[src/plm_pkg.sv]
// shared types and constants of the peak level meter
package plm_pkg;

	localparam int Channels    = 8;
	localparam int ChWidth     = 3;
	localparam int SampleWidth = 24;
	localparam int LevelWidth  = 16;
	localparam int GainWidth   = 16;
	localparam int ShiftWidth  = 5;
	localparam int MantWidth   = 31;
	localparam int FracWidth   = 16;
	localparam int SqSteps     = 16;
	localparam int QueueDepth  = 4;
	localparam int PaddrWidth  = 3;

	localparam logic [GainWidth-1:0] GainReset   = 16'd3277;
	localparam logic [20:0]          LogScaleQ16 = 21'd1578264;
	localparam logic [7:0]           FloorLevel  = 8'd8;
	localparam logic [7:0]           TopLevel    = 8'd248;
	localparam logic [10:0]          FloorSteps  = 11'd240;

	typedef enum logic [0:0] {
		RegDecayGain = 1'b0
	} reg_index_t;

	typedef struct packed {
		logic [ChWidth-1:0]     ch;
		logic [SampleWidth-1:0] peak;
	} queue_item_t;

	typedef struct packed {
		logic        not_empty;
		logic        not_full;
		queue_item_t head;
	} queue_status_t;

endpackage

[src/plm_front.sv]
// front end: magnitude, per-channel peak tracking, buffer end detection
module plm_front (
	input  logic                              clk,
	input  logic                              arst_n,
	input  logic                              in_valid,
	output logic                              in_ready,
	input  logic [plm_pkg::ChWidth-1:0]       in_channel,
	input  logic signed [plm_pkg::SampleWidth-1:0] in_sample,
	input  logic                              in_last,
	input  plm_pkg::queue_status_t            q_status,
	output logic                              push,
	output plm_pkg::queue_item_t              push_item
);

	logic [plm_pkg::SampleWidth-1:0] peak_q [plm_pkg::Channels];
	logic [plm_pkg::SampleWidth-1:0] mag;
	logic [plm_pkg::SampleWidth-1:0] cur_peak;
	logic [plm_pkg::SampleWidth-1:0] new_peak;
	logic                            ch_ok;
	logic                            accept;

	assign in_ready = q_status.not_full;
	assign accept   = in_valid && in_ready;
	assign ch_ok    = int'(in_channel) < plm_pkg::Channels;
	assign mag      = in_sample[plm_pkg::SampleWidth-1] ? (~in_sample + 1'b1) : in_sample;
	assign cur_peak = ch_ok ? peak_q[in_channel] : '0;
	assign new_peak = (mag > cur_peak) ? mag : cur_peak;

	assign push           = accept && ch_ok && in_last;
	assign push_item.ch   = in_channel;
	assign push_item.peak = new_peak;

	always_ff @(posedge clk or negedge arst_n) begin
		if (!arst_n) begin
			for (int i = 0; i < plm_pkg::Channels; i++) begin
				peak_q[i] <= '0;
			end
		end else if (accept && ch_ok) begin
			peak_q[in_channel] <= in_last ? '0 : new_peak;
		end
	end

endmodule

[config.mk]
export PLATFORM = sky130hd
export DESIGN_NAME = plm_front
export DESIGN_NICKNAME = d
export VERILOG_FILES = /design/src/plm_pkg.sv /design/src/plm_front.sv
export SDC_FILE = /design/constraint.sdc
export NUM_CORES = 1
export LEC_CHECK = 0
export BUFFER_PORTS_ARGS = -buffer_cell sky130_fd_sc_hd__buf_2
export CORE_UTILIZATION = 29
export CTS_CLUSTER_DIAMETER = 40
export DETAILED_ROUTE_END_ITERATION = 10
export SLEW_MARGIN = 20
export SYNTH_ARGS = -nofsm -noshare
export SYNTH_HDL_FRONTEND = slang
export SYNTH_SLANG_ARGS = --single-unit
[constraint.sdc]
create_clock -name clk -period 4.1 [get_ports clk]
set_input_delay 0.205 -clock clk [delete_from_list [all_inputs] [get_ports clk]]
set_output_delay 0.205 -clock clk [all_outputs]
set_load 0.1 [all_outputs]
== Word-level counts from Yosys, hierarchy flattened ==
Cells that the tools add are included.
Storage, ports and cells
  flip-flop bits (word level): 192
  latch bits: 0
  bits in writable memories: 0
  memory bits (read-only): 0
  output and inout bits: 29
  memories kept: 0
Operators by class
  add/subtract/negate cells: 1
  multipliers: 0
  div/mod/pow operators: 0
  magnitude comparators: 3
  eq/ne operators: 0
  shifts and indexed selects: 0
  mux-type cells: 9
  bitwise operators: 2
  reductions and logical operators: 3
Operators with widths (count)
  $bwmux W192: 1
  $mux W24: 6
  $bmux W24 S3: 1
  $demux W24 S3: 1
  $add A24 B1 Y24 const B: 1
  $gt A24 B24 Y1: 1
  $not A24 Y24: 1
  $ge A4 B4 Y1 const B: 1
  $lt A4 B1 Y1 const B: 1
  $not A3 Y4: 1
  $logic_and A1 B1 Y1: 3

== Depth between registers and ports, before layout ==
  depth after elaboration: 8
  depth in mapped cells: 18
  depth with buffers taken out: 15

== Least setup slack after synthesis ==
Ideal clock, no wire load.
  kind: input port to flip-flop
  start point: in in_sample[8] (netlist bit)
  end point: reg peak_q[115] (netlist bit)
  library setup time: 0.076 ns
  arrival: 5.780 ns
  data required time: 4.024 ns
  slack: -1.756 ns
  cell stages on the path: 15
  path through: or4_4 > or4_1 > or3_4 > o21ai_2 > xor2_2 > inv_1 > ha_1 > nand4_1 > nor4_1 > o2111a_1 > o21a_1 > buf_2 > buf_2 > mux2i_1 > a22o_1
RTL lines
  start: declaration: RTL line plm_front.sv:8  | input logic signed [plm_pkg::SampleWidth-1:0] in_sample,
  end signal: indexed assignment: RTL line plm_front.sv:39  | peak_q[in_channel] <= in_last ? '0 : new_peak;
  end: declaration: RTL line plm_front.sv:15  | logic [plm_pkg::SampleWidth-1:0] peak_q [plm_pkg::Channels];

==> key figures <==
Synth
  • Register area share after synthesis: 0.500
  • Mapped Cells: 842
  • Distinct cell type count after synthesis: 49
  • Syn_nets: 927
  • Post-Syn Area: 9610 sq um
  • Yosys reg bits: 192
  • Synth Warn #: 0
  • Most frequently used flop master after synthesis: dfrtp_1
  • Ys async rst share: 1.00
  • Post-synth EDFFs: 0
  • Post-synthesis average cell area: 11.4 sq um

STA
  • Final hold violation count: 0
  • Fin crit share: 1.07
  • Worst Clk Skew: 0.0149 ns
  • Setup TNS: -5.14 ns
  • Final setup viols: 24
  • Worst-Margin Slew: 0.827 ns
  • Tmin final: 4.37 ns
  • RSZ-0062 raised after global routing: true
  • Final worst-path setup slack: -0.271 ns
  • Final slew viol count: 0
  • Slew HR: 0.447
  • Max Clk Rate: 229 MHz

Place
  • Post-DP HPWL: 23.5 mm
  • PortBufs: 60
  • Setup WS pre-CTS: -0.385 ns
  • Routability cong.: 0.884
  • Placed insts: 1,431

Status
  • Failing checks: setup timing
  • Status: finished with violations

Final layout
  • Most common cell after layout, fill and taps aside: dfrtp_1
  • Filler Cells Inserted: 3,151
  • Commonest non-fill, non-tap cells in the layout: dfrtp_1 (192), a22o_1 (153), buf_4 (147), nand2_1 (66), o21ai_0 (50)
  • Max reg flops: 192
  • Register Area: 4800 sq um
  • # diodes: 0
  • Layout area overhead: 34.0%
  • Final #Nets: 1,112
  • Final Non-Filler Cells: 1,482
  • Largest regs: peak_q (192)
  • Layout cell share with drive strength beyond 1: 0.334
  • Top reg by flops: peak_q
  • Multi-input gate area in the final layout: 4790 sq um

Setup path
  • Critical path launch point type: input port
  • Kind of critical path: input port to output port
  • CP max stage delay: 0.55 ns
  • Slowest-stage cell, CP: or4_4
  • Most used cell, CP: buf_12
  • Crit-path max FO: 6
  • Arr. time, crit path: 4.17 ns
  • Buf/Inv on CP: 7
  • CP cell instances: buf_6, or4_4, or4_4, or3_4, o21ai_4, xor2_2, inv_1, ha_1, nand4_1, buf_4, buf_6, o211ai_1, o21a_4, buf_12, buf_12, mux2i_4, buf_12
  • WP data required: 3.89 ns
  • Critical Path Sink Type: output port
  • Top delay family on crit path: simple AND/OR/NAND/NOR gates

Run
  • Max-cap violations: 0

Global routing
  • First-pass GRT wire length: 53.3 mm
  • Vias in the first global route: 8,312
  • GR Overflow Total: 0
  • Largest net degree at the start of global routing: 78
  • Gr usage total: 0.214
  • Initial antenna violation count: 0

Die
  • Row cnt: 66
  • Initial Util: 0.295
  • Die Wd: 184 um
  • Core box area: 32,500 sq um
  • Die Area: 33,900 sq um
  • Die H: 184 um
  • IO Count: 89

Route
  • DR pass1 iterations: 5
  • # DRC: 0
  • Via density: 5.56
  • DRT antenna net count: 0
  • Vias after detailed routing: 8,237
  • DR WL/cell: 23.5 um
  • Final WL: 34.9 mm
  • 1st-iter DRT viols: 650

Clock network
  • Worst-path clk slew: 0.07 ns
  • Sinks on Clock Net: 192
  • CTS max path bufs: 2
  • H-tree depth: 4
  • Cts bufs inserted: 17
  • Root buf cell: clkbuf_16
  • Clock Latency Late Sink: 0.45 ns
  • CTS tree: yes

Pwr
  • PD cells: 513 nW/um^2
  • Peak supply drop: 0.294 mV
  • LEAKAGE: 5.86 nW

Worst hold path
  • Hold WC Path Type: input port to asynchronous set/reset pin
[cell type report]
cell class / count / share of cell area
clock buffer: 20 / 0.0362
clock inverter: 12 / 0.00923
inverter: 35 / 0.0117
multi-input combinational: 560 / 0.372
sequential: 192 / 0.373
tap: 442 / 0.0430
timing repair buffer: 221 / 0.155
[worst reg2reg max path, delay by kind of cell, from the launching register on]
kind	cells	cell delay [ns]
flip-flops	1	0.38
AO/OA/AOI/OAI	7	1.48
AND/OR/NAND/NOR	2	0.25
buffers and inverters	5	0.77
multiplexers	2	0.47
adder cells (fa/ha/maj)	1	0.23
[synth_stat cells (8+ instances only)]
library cell / n / area share
a21oi_1: 22 / 0.011
a221oi_1: 31 / 0.028
a22o_1: 153 / 0.14
a22oi_1: 11 / 0.0086
buf_1: 8 / 0.0031
clkbuf_1: 36 / 0.014
dfrtp_1: 192 / 0.50
ha_1: 25 / 0.033
inv_1: 34 / 0.013
mux2_2: 21 / 0.025
mux2i_1: 35 / 0.036
mux4_2: 14 / 0.033
nand2_1: 66 / 0.026
nor2_1: 40 / 0.016
o21ai_0: 50 / 0.026
or2_2: 8 / 0.0052
xor2_1: 13 / 0.012
[power by group]
| group | internal, mW | total, mW | leakage [nW] | switching [mW] |
|---|---|---|---|---|
| combinational | 1.12 | 2.50 | 2.99 | 1.38 |
| sequential | 2.23 | 2.43 | 2.58 | 0.191 |
| clock | 0.855 | 1.68 | 0.292 | 0.826 |
| total | 4.21 | 6.61 | 5.86 | 2.40 |
[what timing repair did]
action                                  in CTS  in global routing
endpoints found under the hold margin       74                  0
resized for setup                           17                  6
setup buffers                               14                  4
pin swaps                                    4                  4
gates cloned                                 0                  0
endpoints found under the setup margin      24                134
hold buffers                                 1                  0
[through the flow]
stage	utilization	hold WS, ns	instance area [sq um]	power (mW)
after global placement	0.370	0.284	12000	4.80
after detailed placement	0.370	0.284	12000	4.84
final	0.396	0.358	12900	6.61
after global routing	0.396	0.415	12900	6.89
after CTS	0.394	0.373	12800	6.60
after floorplan	-	-0.0906	9960	3.96
[final timing paths]
check | cells after the start | end | startpoint | slack (ns)
max | 17 | push_item[20] | in_sample[8] | -0.27
min | 2 | peak_q[164] | arst_n | 0.36
max reg2reg | 17 | peak_q[190] | peak_q[130] | 0.36
min reg2reg | 2 | peak_q[120] | peak_q[120] | 0.48
max in group asynchronous | 3 | peak_q[150] | arst_n | 2.75
min in group clk | 4 | peak_q[0] | in_sample[0] | 0.40
[kinds of logic (layout without fill, tap and decap cells)]
group	count (synthesis)	in the layout	synth area share
AND/OR/NAND/NOR	141	141	0.0669
multiplexers	75	75	0.102
flip-flops	192	192	0.500
XOR/XNOR	21	21	0.0207
buffers and inverters	90	288	0.0376
AO/OA/AOI/OAI	298	298	0.240
adder cells (fa/ha/maj)	25	25	0.0326
[per-layer routing]
layer / vias to the layer above / global-route usage / wire, um
met5: - / 0 / 0
met4: 0 / 0.0650 / 839
li1: 3583 / - / -
met1: 4177 / 0.303 / 15000
met3: 60 / 0.0475 / 3250
met2: 417 / 0.324 / 15800
Note: power is estimated with default switching activity, not from simulation.
