==> config.mk <==
export PLATFORM = sky130hd
export DESIGN_NAME = plm_queue
export DESIGN_NICKNAME = d
export VERILOG_FILES = /design/src/plm_pkg.sv /design/src/plm_queue.sv
export SDC_FILE = /design/constraint.sdc
export NUM_CORES = 1
export LEC_CHECK = 0
export BUFFER_PORTS_ARGS = -buffer_cell sky130_fd_sc_hd__buf_2
export CORE_AREA = 2 2 77 152
export CTS_BUF_LIST = sky130_fd_sc_hd__clkbuf_16
export CTS_CLUSTER_SIZE = 8
export DETAILED_ROUTE_END_ITERATION = 8
export DIE_AREA = 0 0 79 154
export GPL_TIMING_DRIVEN = 1
export PLACE_DENSITY = 0.64
export SLEW_MARGIN = 20
export SYNTH_ARGS = -nofsm -noshare
export SYNTH_HDL_FRONTEND = slang
export SYNTH_SLANG_ARGS = --single-unit
==> constraint.sdc <==
create_clock -name clk -period 4.2 [get_ports clk]
set_input_delay 0.84 -clock clk [delete_from_list [all_inputs] [get_ports clk]]
set_output_delay 0.84 -clock clk [all_outputs]
set_load 0.02 [all_outputs]
==> src/plm_pkg.sv <==
// shared types and constants of the peak level meter
package plm_pkg;

	localparam int Channels    = 8;
	localparam int ChWidth     = 3;
	localparam int SampleWidth = 24;
	localparam int LevelWidth  = 16;
	localparam int GainWidth   = 16;
	localparam int ShiftWidth  = 5;
	localparam int MantWidth   = 31;
	localparam int FracWidth   = 16;
	localparam int SqSteps     = 16;
	localparam int QueueDepth  = 4;
	localparam int PaddrWidth  = 3;

	localparam logic [GainWidth-1:0] GainReset   = 16'd3277;
	localparam logic [20:0]          LogScaleQ16 = 21'd1578264;
	localparam logic [7:0]           FloorLevel  = 8'd8;
	localparam logic [7:0]           TopLevel    = 8'd248;
	localparam logic [10:0]          FloorSteps  = 11'd240;

	typedef enum logic [0:0] {
		RegDecayGain = 1'b0
	} reg_index_t;

	typedef struct packed {
		logic [ChWidth-1:0]     ch;
		logic [SampleWidth-1:0] peak;
	} queue_item_t;

	typedef struct packed {
		logic        not_empty;
		logic        not_full;
		queue_item_t head;
	} queue_status_t;

endpackage

==> src/plm_queue.sv <==
// short queue of finished buffers between front and back
module plm_queue (
	input  logic                   clk,
	input  logic                   arst_n,
	input  logic                   push,
	input  plm_pkg::queue_item_t   push_item,
	input  logic                   pop,
	output plm_pkg::queue_status_t status
);

	localparam int IdxWidth = $clog2(plm_pkg::QueueDepth);
	localparam int CntWidth = $clog2(plm_pkg::QueueDepth + 1);

	plm_pkg::queue_item_t mem_q [plm_pkg::QueueDepth];
	logic [IdxWidth-1:0]  wr_ptr_q;
	logic [IdxWidth-1:0]  rd_ptr_q;
	logic [CntWidth-1:0]  count_q;
	logic                 do_push;
	logic                 do_pop;

	assign status.not_empty = count_q != '0;
	assign status.not_full  = count_q != CntWidth'(plm_pkg::QueueDepth);
	assign status.head      = mem_q[rd_ptr_q];
	assign do_push          = push && status.not_full;
	assign do_pop           = pop && status.not_empty;

	always_ff @(posedge clk) begin
		if (do_push) begin
			mem_q[wr_ptr_q] <= push_item;
		end
	end

	always_ff @(posedge clk or negedge arst_n) begin
		if (!arst_n) begin
			wr_ptr_q <= '0;
			rd_ptr_q <= '0;
			count_q  <= '0;
		end else begin
			if (do_push) begin
				wr_ptr_q <= wr_ptr_q + 1'b1;
			end
			if (do_pop) begin
				rd_ptr_q <= rd_ptr_q + 1'b1;
			end
			if (do_push && !do_pop) begin
				count_q <= count_q + 1'b1;
			end else if (do_pop && !do_push) begin
				count_q <= count_q - 1'b1;
			end
		end
	end

endmodule

After elaboration in Yosys (flattened, before gate mapping)

Memories as Yosys holds them, arrays and structs flattened.
Index checks and enable logic that the tools add are counted.

Flip-flop bits (word level): 7
Bits in writable memories: 108
Input port bits: 31
Word-level logic and storage cells: 21
Memories kept: 1

Add/sub/neg operators: 4
Equality and inequality tests: 1
Muxes and demuxes: 4
Reduce and logical (&&, ||, !) cells: 8

Memories:

| name  | words | bits a word | rd ports | clocked after Yosys merged registers in | write ports | RTL line        | RTL |
|---|---|---|---|---|---|---|---|
| mem_q | 4     | 27          | 1        | 0                                       | 1           | plm_queue.sv:14 | `plm_pkg::queue_item_t mem_q [plm_pkg::QueueDepth];` |

Operators by type and width:

| operator                                                            | number |
|---|---|
| 3-bit 2-to-1 mux                                                    | 2 |
| 2-bit by 1-bit adder with 2-bit output (second input constant)      | 2 |
| 1-bit logical AND                                                   | 4 |
| 3-bit by 1-bit adder with 3-bit output (second input constant)      | 1 |
| 3-bit inequality test (second input constant)                       | 1 |
| 3-bit nonzero test                                                  | 1 |
| 3-bit by 1-bit subtractor with 3-bit output (second input constant) | 1 |
| 1-bit logical NOT                                                   | 2 |
| 1-bit 2-to-1 mux                                                    | 2 |
| 2-bit nonzero test                                                  | 1 |

Longest topological paths before layout

Gate-level depths: netlist (run 1).

Depth after elaboration: 6
Depth in mapped cells: 8
Gate-level depth less buffers: 8

Worst setup path before layout (run 1)

No wires, ideal clock.

Path type: input -> register
Start: in push
End: mem mem_q[0][0] in the netlist's numbering, enable pin
Library setup time: 0.386 ns
Arrival time: 1.821 ns
Path slack: 1.993 ns
Cell stages on the path: 2
Buffers on the path: 0
Path through: a21boi_2 > and2_1

Word-level cells in the longest chain between the ends: 3

RTL lines:

| item                                   | RTL line        | RTL |
|---|---|---|
| from (decl)                            | plm_queue.sv:5  | `input logic push,` |
| 1-bit logical AND                      | plm_queue.sv:24 | `assign do_push = push && status.not_full;` |
| 1-bit 2-to-1 mux                       | plm_queue.sv:28 | `if (do_push) begin` |
| 1-bit 2-to-1 mux (not written as such) | plm_queue.sv:29 | `mem_q[wr_ptr_q] <= push_item;` |
| to (decl)                              | plm_queue.sv:14 |  |

Every way passes these cells.

==> impl_results.md, run 1 <==
- Status: finished clean
- Post-synth EDFFs: 108
- Max-slew violation count: 0
- Cts hold-fix bufs: 0
- Drt initial violations: 111
- I/O Buffers: 59
- Rel. slew slack: 0.353
- Cell Area, Synth: 4320 um^2
- Later-pin clock latency in the skew report: 400 ps
- Antenna-violating nets left: 0
- TritonCTS clock tree: yes
- IO Count: 60
- Total track usage: 0.131
- YS warnings: 0
- Crit-path cells: mux4_2 -> buf_2
- Lkg Pwr: 0.00188 uW
- Most common cell in the netlist: edfxtp_1
- Clk_skew: 6.15 ps
- Synth async-reset ratio: 0.0609
- Post-Syn Nets: 213
- Placeable Area: 10900 um^2
- Fill cells: 934
- Initial DRT Pass Iterations: 4
- Wire per inst: 18.1 um
- Worst slew pin tran: 971 ps
- First-pass GRT wire length: 11.4 mm
- CP Launch Type: flip-flop
- PD cells: 782 nW/um^2
- DR vias: 1964
- Worst Path Required: 3360 ps
- Largest stage delay, worst path: 1010 ps
- Final min period: 3060 ps
- Post-CTS setup buffer count: 0
- Area growth from synthesis to layout: 23.7%
- Layout cell share with drive strength beyond 1: 0.481
- Worst Path Max Fanout: 29
- Post_cts resized: 0
- Die Y: 154 um
- Endpoint class of the critical path: output port
- Largest net degree at the start of global routing: 30
- TNS Setup: 0 ps
- Hold Crit Class: input port to asynchronous set/reset pin
- FMAX: 327 MHz
- Largest cells by area after synthesis: edfxtp_1 75%, mux4_2 14%, dfrtp_1 4.1%
- Clock Tree Buf Depth: 2
- CP Class: flip-flop to output port
- Drt via density: 4.89
- Drt total wl: 7.29 mm
- Final hold vios: 0
- # nets final: 286
- R2R cell count: 8
- Sequential share of the synthesized area: 0.792
- Top cell type's share of synthesized area: 0.752
- Clock transition at path regs: 50 ps
- Maxcap violations: 0
- Yosys cell types: 20
- Worst Path Arrival: 2220 ps
- Initial Util: 0.394
- # diodes: 0
- Num CTS Buffers: 17
- Post-Syn Area per Cell: 24.5 um^2
- Vias in the first global route: 2194
- CP max-delay cell: dfrtp_2
- Maximum VDD drop: 339 uV
- Rows: 54
- Overflow after GRT: 0
- Final hold slack: 261 ps
- Initial antenna violation count: 0
- Post-Synthesis Cells: 176
- Post-synth top flop: edfxtp_1
- # H-tree levels: 4
- Final period util: 0.729
- Most common library cells after synthesis: 108 x edfxtp_1, 26 x mux4_2, 7 x dfrtp_1
- Clock root cell: clkbuf_16
- Setup Viol. Count Final: 0
- Final GP Congestion: 0.688
- Die Span X: 79 um
- RSZ-0062 raised after global routing: no
- Clk sink count: 115
- Flops & latches, synth: 115
- DIE AREA: 12200 um^2
- DRC Markers: 0
- Cell taking the most area after synthesis: edfxtp_1
## kinds of logic after synthesis
| group | Yosys count | share of synthesized area |
|---|---|---|
| flip-flops | 115 | 0.792 |
| multiplexers | 29 | 0.147 |
| AND/OR/NAND/NOR | 10 | 0.0119 |
| buffers and inverters | 9 | 0.0151 |
| XOR/XNOR | 6 | 0.0122 |
| adder cells (fa/ha/maj) | 6 | 0.0191 |
| AO/OA/AOI/OAI | 1 | 0.00261 |
## per-stage QoR
step	total power (uW)	std cells	setup slack (ps)	area, um^2	util
2_1_floorplan	2500	176	1990	4320	-
3_3_place_gp	2810	370	1450	4750	0.434
3_5_place_dp	2830	370	1470	4750	0.434
4_1_cts	4230	402	1040	5340	0.488
5_1_grt	4370	402	964	5340	0.488
6_report	4170	402	1140	5340	0.488
## worst paths after layout
| kind | start | end | slack (ps) |
|---|---|---|---|
| min in group clk | count_q[2] | count_q[2] | 530 |
| min reg2reg | count_q[2] | count_q[2] | 530 |
| max in group asynchronous | arst_n | rd_ptr_q[0] | 3760 |
| min | arst_n | count_q[2] | 260 |
| max | rd_ptr_q[0] | status[13] | 1140 |
| max reg2reg | count_q[0] | count_q[2] | 2100 |
## power breakdown
part | switching [uW] | internal [uW]
Clock | 485 | 923
Sequential | 170 | 1530
Combinational | 590 | 478
## per-layer routing
layer  wire length, um  GRT usage  vias up
li1                  -          -      877
met1              2720      0.131     1025
met2              4030      0.232       47
met3               343     0.0458       15
met4               191     0.0714        0
met5                 0          0        -
## state kept, by name, indices dropped and copies added, names as in the netlist
signal and flops:
wr_ptr_q 2, rd_ptr_q 2, count_q 3, mem_q 108
## cell type report
class | count | area, um^2 | area share
Timing Repair Buffer | 60 | 303 | 0.0567
Tap cell | 140 | 175 | 0.0328
Clock inverter | 15 | 166 | 0.0312
Inverter | 3 | 11.3 | 0.00211
Sequential cell | 115 | 3420 | 0.641
Clock buffer | 17 | 425 | 0.0797
Multi-Input combinational cell | 52 | 837 | 0.157
## worst max-delay path, delay by kind of cell (launching register included)
family                 cells  cell delay [ps]
multiplexers               1              630
buffers and inverters      1              180
flip-flops                 1             1010
## cell usage in the layout, fill, tap and decap left out, types with 3 or more instances in the layout
cell / count
mux4_2: 26
edfxtp_1: 108
buf_2: 59
dfrtp_1: 6
clkbuf_16: 17
ha_1: 5
bufinv_16: 3
clkinv_2: 6
inv_1: 3
clkinvlp_4: 5
and2_2: 4
xnor2_1: 4
Power figures use the tool's default switching activity.
==> run 2: changes to the inputs <==
- PLACE_DENSITY: 0.64 -> 0.66
- clock period: 4.2 -> 2.6 ns (I/O delays scaled with it)
==> run 2 against run 1 <==
Against the previous run: cell area rose by 2.1%; worst hold slack better by 72 ps; clock-buffer cell count is the same; worst setup slack worse by 850 ps; critical endpoint is now status[4].
==> impl_results.md, run 2 (synthesis gave the netlist of run 1 again) <==
- Wire per inst: 18.6 um (+2.6%)
- Die Span X: 79 um (unchanged)
- Status: finished clean
- Vias in the first global route: 2282 (+4.0%)
- GR peak layer: met2
- Worst slew pin tran: 412 ps (-559 ps)
- I/O Buffers: 59 (unchanged)
- Clk sink count: 115 (unchanged)
- Comb pwr share: 0.299 (+0.043)
- FMAX: 434 MHz
- Power, Total: 6880 uW (+65%)
- CP Launch Type: flip-flop
- Worst Path Max Fanout: 18 (-38%)
- R2R cell count: 8 (unchanged)
- DRC Markers: 0 (unchanged)
- Die Y: 154 um (unchanged)
- Drt via density: 4.84 (-0.91%)
- Hold EP: mem_q[1][23]
- Rel. slew slack: 0.725 (+0.373)
- Cts hold-fix bufs: 1 (+1)
- Final period util: 0.887
- Largest net degree at the start of global routing: 28 (-6.7%)
- Placeable Area: 10900 um^2 (unchanged)
- Initial DRT Pass Iterations: 4 (unchanged)
- Worst Path Arrival: 1790 ps (-430 ps)
- Final HPWL DP: 4.99 mm
- Biggest register: mem_q
- Later-pin clock latency in the skew report: 400 ps (about the same)
- GRT met1 Usage: 0.138 (+0.00715)
- Largest stage delay, worst path: 550 ps (-460 ps)
- Area growth from synthesis to layout: 26.3%
- Final hold vios: 0 (unchanged)
- Commonest cells after routing, fill and taps aside: 108 x edfxtp_1, 59 x buf_2, 26 x mux4_2, 17 x clkbuf_16
- Final GP Congestion: 0.709 (+3.1%)
- TritonCTS clock tree: yes
- Max-slew violation count: 0 (unchanged)
- DIE AREA: 12200 um^2 (unchanged)
- Post-CTS setup buffer count: 0 (unchanged)
- Clock power share: 0.324 (-0.013)
- Final hold slack: 333 ps (+71.8 ps)
- CP max-delay cell: mux4_2
- Antenna-violating nets left: 0 (unchanged)
- First-pass GRT wire length: 12.2 mm (+6.5%)
- Finished Cell Area: 5450 um^2 (+2.1%)
- Initial Util: 0.394 (unchanged)
- Worst Path Required: 2080 ps (-1280 ps)
- DR vias: 1980 (+0.81%)
- Net Sw Power: 2030 uW (+63%)
- CP Class: flip-flop to output port
- Initial antenna violation count: 0 (unchanged)
- Crit-path cells: buf_12 -> mux4_2 -> buf_2
- Worst Hold Launch: push_item[23]
- Cell Area, Placed: 4870 um^2 (+2.5%)
- Maxcap violations: 0 (unchanged)
- Sw Ratio: 0.295 (-0.00325)
- Clock Tree Buf Depth: 2 (unchanged)
- Clock transition at path regs: 50 ps (about the same)
- Setup Viol. Count Final: 0 (unchanged)
- TNS Setup: 0 ps (unchanged)
- Largest regs: mem_q (108), count_q (3)
- # nets final: 293 (+2.4%)
- Seq pwr share: 0.377 (-0.030)
- Maximum VDD drop: 940 uV (+180%)
- Overflow after GRT: 0 (unchanged)
- Final min period: 2310 ps
- Worst hold stages: 1
- Layout cell share with drive strength beyond 1: 0.472 (-0.00880)
- Max FFs per register: 108 (unchanged)
- Hold Crit Class: input port to flip-flop
- IO Count: 60 (unchanged)
- Endpoint class of the critical path: output port
- Rows: 54 (unchanged)
- Clock root cell: clkbuf_16
- # diodes: 0 (unchanged)
- Most common cell after layout, fill and taps aside: edfxtp_1
- Total track usage: 0.141 (+0.0101)
- PD cells: 1260 nW/um^2 (+61%)
- Int Pwr: 4850 uW (+66%)
- Clk_skew: 6.16 ps (+0.0114 ps)
- R2R Path Start: count_q[1]
- Num CTS Buffers: 17 (unchanged)
- Lkg Pwr: 0.00194 uW (+3.4%)
- Drt total wl: 7.61 mm (+4.4%)
- Post_cts resized: 0 (unchanged)
- M2 GR Usage: 0.258 (+0.0262)
- Met3 Usage GRT: 0.0487 (+0.00293)
- Drt initial violations: 88 (-21%)
- R2r endpoint: count_q[2]
- RSZ-0062 raised after global routing: no
- # H-tree levels: 4 (unchanged)
- R2R Setup Slk: 520 ps (-1580 ps)
-- run 2: final cells by class --
cell class / instances / area (um^2)
inverters: 3 / 11.3
well taps: 140 / 175
clock inverters: 15 / 149
clock buffers: 17 / 425
multi-input cells: 52 / 837
repair buffers: 67 / 433
flip-flops and latches: 115 / 3420
fillers: 931 / 5500
-- run 2: metal layers --
| metal | vias up | share of wire |
|---|---|---|
| li1 | 891 | - |
| met1 | 1031 | 0.36 |
| met2 | 49 | 0.59 |
| met3 | 9 | 0.041 |
| met4 | 0 | 0.015 |
| met5 | - | 0 |
-- run 2: worst max path at each step --
stage                      startpoint    endpoint  cells after the start
after floorplan            count_q[1]  count_q[2]                      8
after global placement           push  count_q[2]                      8
after detailed placement   count_q[1]  count_q[2]                      8
after CTS                 rd_ptr_q[0]   status[4]                      3
after global routing      rd_ptr_q[0]   status[4]                      3
final                     rd_ptr_q[0]   status[4]                      3
-- run 2: stage by stage --
step                instances  worst slack [ps]  utilization
floorplan                 176               513            -
global placement          376               579        0.445
detailed placement        376               547        0.445
CTS                       409               252        0.498
global route              409               209        0.498
finish                    409               293        0.498
-- run 2: worst max-delay path, delay by kind of cell, from the launching register on --
kind / cells / cell delay [ps]
mux: 1 / 550
flops: 1 / 430
buf+inv: 2 / 390
-- run 2: power groups by stage --
stage                     logic (uW)  registers [uW]  clock network (uW)
after CTS                       2130            2600                2280
final                           2050            2600                2230
after floorplan                 1450            2580                   0
after global routing            2220            2640                2350
after detailed placement        2120            2640                   0
after global placement          2090            2610                   0
==> run 3: changes to the inputs <==
- PLACE_DENSITY: 0.66 -> 0.64
- clock period: 2.6 -> 3 ns (I/O delays scaled with it)
==> run 3 against run 2 <==
Against the previous run: core utilization decreased by 0.77 points; sequential power decreased by 13%; register-to-register slack better by 400 ps; total power down 14%; wire length down 4.1%; combinational power down 20%; non-clock buffer count down 6; die area is the same; clock-buffer cell count unchanged; first-iteration DRC count fell by 16%.
==> impl_results.md, run 3 (synthesis gave the netlist of run 1 again) <==
- Worst slew pin tran: 774 ps (+362 ps)
- Clock root cell: clkbuf_16
- # nets final: 287 (-2.0%)
- FMAX: 399 MHz
- Final period util: 0.836
- Final WS setup: 493 ps (+200 ps)
- Num CTS Buffers: 17 (unchanged)
- CP Launch Type: flip-flop
- Hold Crit Class: input port to asynchronous set/reset pin
- Status: finished clean
- Initial DRT Pass Iterations: 4 (unchanged)
- Worst Path Max Fanout: 23 (+5)
- Worst Path Required: 2400 ps (+320 ps)
- CP Class: flip-flop to output port
- TNS Setup: 0 ps (unchanged)
- Drt via density: 4.78 (-1.3%)
- Largest regs: mem_q (108), count_q (3)
- DRC Markers: 0 (unchanged)
- DIE AREA: 12200 um^2 (unchanged)
- Endpoint class of the critical path: output port
- Later-pin clock latency in the skew report: 410 ps (about the same)
- I/O Buffers: 59 (unchanged)
- Total track usage: 0.133 (-0.00884)
- Initial Util: 0.394 (unchanged)
- Pre-CTS setup slack: 863 ps (+316 ps)
- Clk sink count: 115 (unchanged)
- Wire per inst: 18.1 um (-2.9%)
- Largest net degree at the start of global routing: 28 (unchanged)
- DR vias: 1931 (-2.5%)
- Register area: 3420 um^2 (unchanged)
- Maxcap violations: 0 (unchanged)
- Initial antenna violation count: 1 (+1)
- Placeable Area: 10900 um^2 (unchanged)
- Most common cell after layout, fill and taps aside: edfxtp_1
- Area growth from synthesis to layout: 24.4%
- RSZ-0062 raised after global routing: no
- Vias in the first global route: 2157 (-5.5%)
- Post_cts resized: 0 (unchanged)
- Biggest register: mem_q
- TritonCTS clock tree: yes
- CP max-delay cell: mux4_1
- Multi-input combinational cell area: 837 um^2 (unchanged)
- Final HPWL DP: 4.37 mm (-12%)
- Rel. slew slack: 0.484 (-0.241)
- Crit-path cells: buf_12 -> mux4_1 -> buf_2
- Clk_skew: 5.89 ps (-0.276 ps)
- Worst Path Arrival: 1910 ps (+120 ps)
- Final min period: 2510 ps
- Rows: 54 (unchanged)
- Drt initial violations: 74 (-16%)
- # H-tree levels: 4 (unchanged)
- Final hold vios: 0 (unchanged)
- Max-slew violation count: 0 (unchanged)
- PD cells: 1100 nW/um^2 (-13%)
- Drt total wl: 7.30 mm (-4.1%)
- Layout cell share with drive strength beyond 1: 0.460 (-0.0120)
- Clock Tree Buf Depth: 2 (unchanged)
- Overflow after GRT: 0 (unchanged)
- Maximum VDD drop: 604 uV (-36%)
- Commonest cells after routing, fill and taps aside: 108 x edfxtp_1, 59 x buf_2, 26 x mux4_2, 17 x clkbuf_16, 6 x dfrtp_1
- Lkg Pwr: 0.00190 uW (-2.0%)
- Antenna-violating nets left: 0 (unchanged)
- Post-CTS setup buffer count: 0 (unchanged)
- IO Count: 60 (unchanged)
- Largest stage delay, worst path: 560 ps (about the same)
- Clock transition at path regs: 50 ps (about the same)
- Fill cells: 934 (+0.32%)
- Max FFs per register: 108 (unchanged)
- Die Y: 154 um (unchanged)
- Cts hold-fix bufs: 0 (-1)
- Die Span X: 79 um (unchanged)
- Setup Viol. Count Final: 0 (unchanged)
- Final GP Congestion: 0.694 (-2.2%)
- First-pass GRT wire length: 11.3 mm (-6.9%)
[run 3: worst paths after layout]
kind	from	to	slack (ps)	depth (start not counted)
hold / removal	arst_n	wr_ptr_q[1]	20	1
min in group clk	push_item[12]	mem_q[2][12]	410	1
setup reg to reg	count_q[0]	count_q[2]	920	8
setup / recovery	rd_ptr_q[0]	status[23]	490	3
hold reg to reg	count_q[2]	count_q[2]	530	1
max in group asynchronous	arst_n	rd_ptr_q[0]	2800	1
[run 3: routing by layer]
layer  routed length [um]  part of all wire  vias to the layer above  global-route usage
li1                     -                 -                      880                   -
met1                 2550              0.35                      989               0.132
met2                 4250              0.58                       54               0.230
met3                  369             0.051                        8              0.0558
met4                  136             0.019                        0              0.0690
met5                    0                 0                        -                   0
[run 3: layout make-up]
type,instances,area share
multi-input combinational,52,0.156
sequential,115,0.637
antenna,1,0.000466
tap,140,0.0326
inverter,3,0.00210
clock buffer,17,0.0793
timing repair buffer,61,0.0602
clock inverter,15,0.0322
[run 3: critical path, delay by kind of cell, from the launching register on]
kind / cells / cell delay [ps]
flip-flops: 1 / 500
buffers and inverters: 2 / 430
multiplexers: 1 / 560
[run 3: report_power, final]
group | switching (uW) | internal, uW | total, uW
Combinational | 942 | 698 | 1640
Sequential | 128 | 2140 | 2270
Clock | 646 | 1360 | 2010
Total | 1720 | 4200 | 5920
[run 3: metrics by stage]
step | util | hold WS (ps) | power, uW | area, um^2 | std cells
6_report | 0.490 | 24.9 | 5920 | 5370 | 404
5_1_grt | 0.490 | 16.3 | 6200 | 5370 | 404
4_1_cts | 0.490 | 12.9 | 6020 | 5360 | 403
3_5_place_dp | 0.435 | 445 | 4000 | 4770 | 371
3_3_place_gp | 0.435 | 448 | 3970 | 4770 | 371
2_1_floorplan | - | 304 | 3500 | 4320 | 176
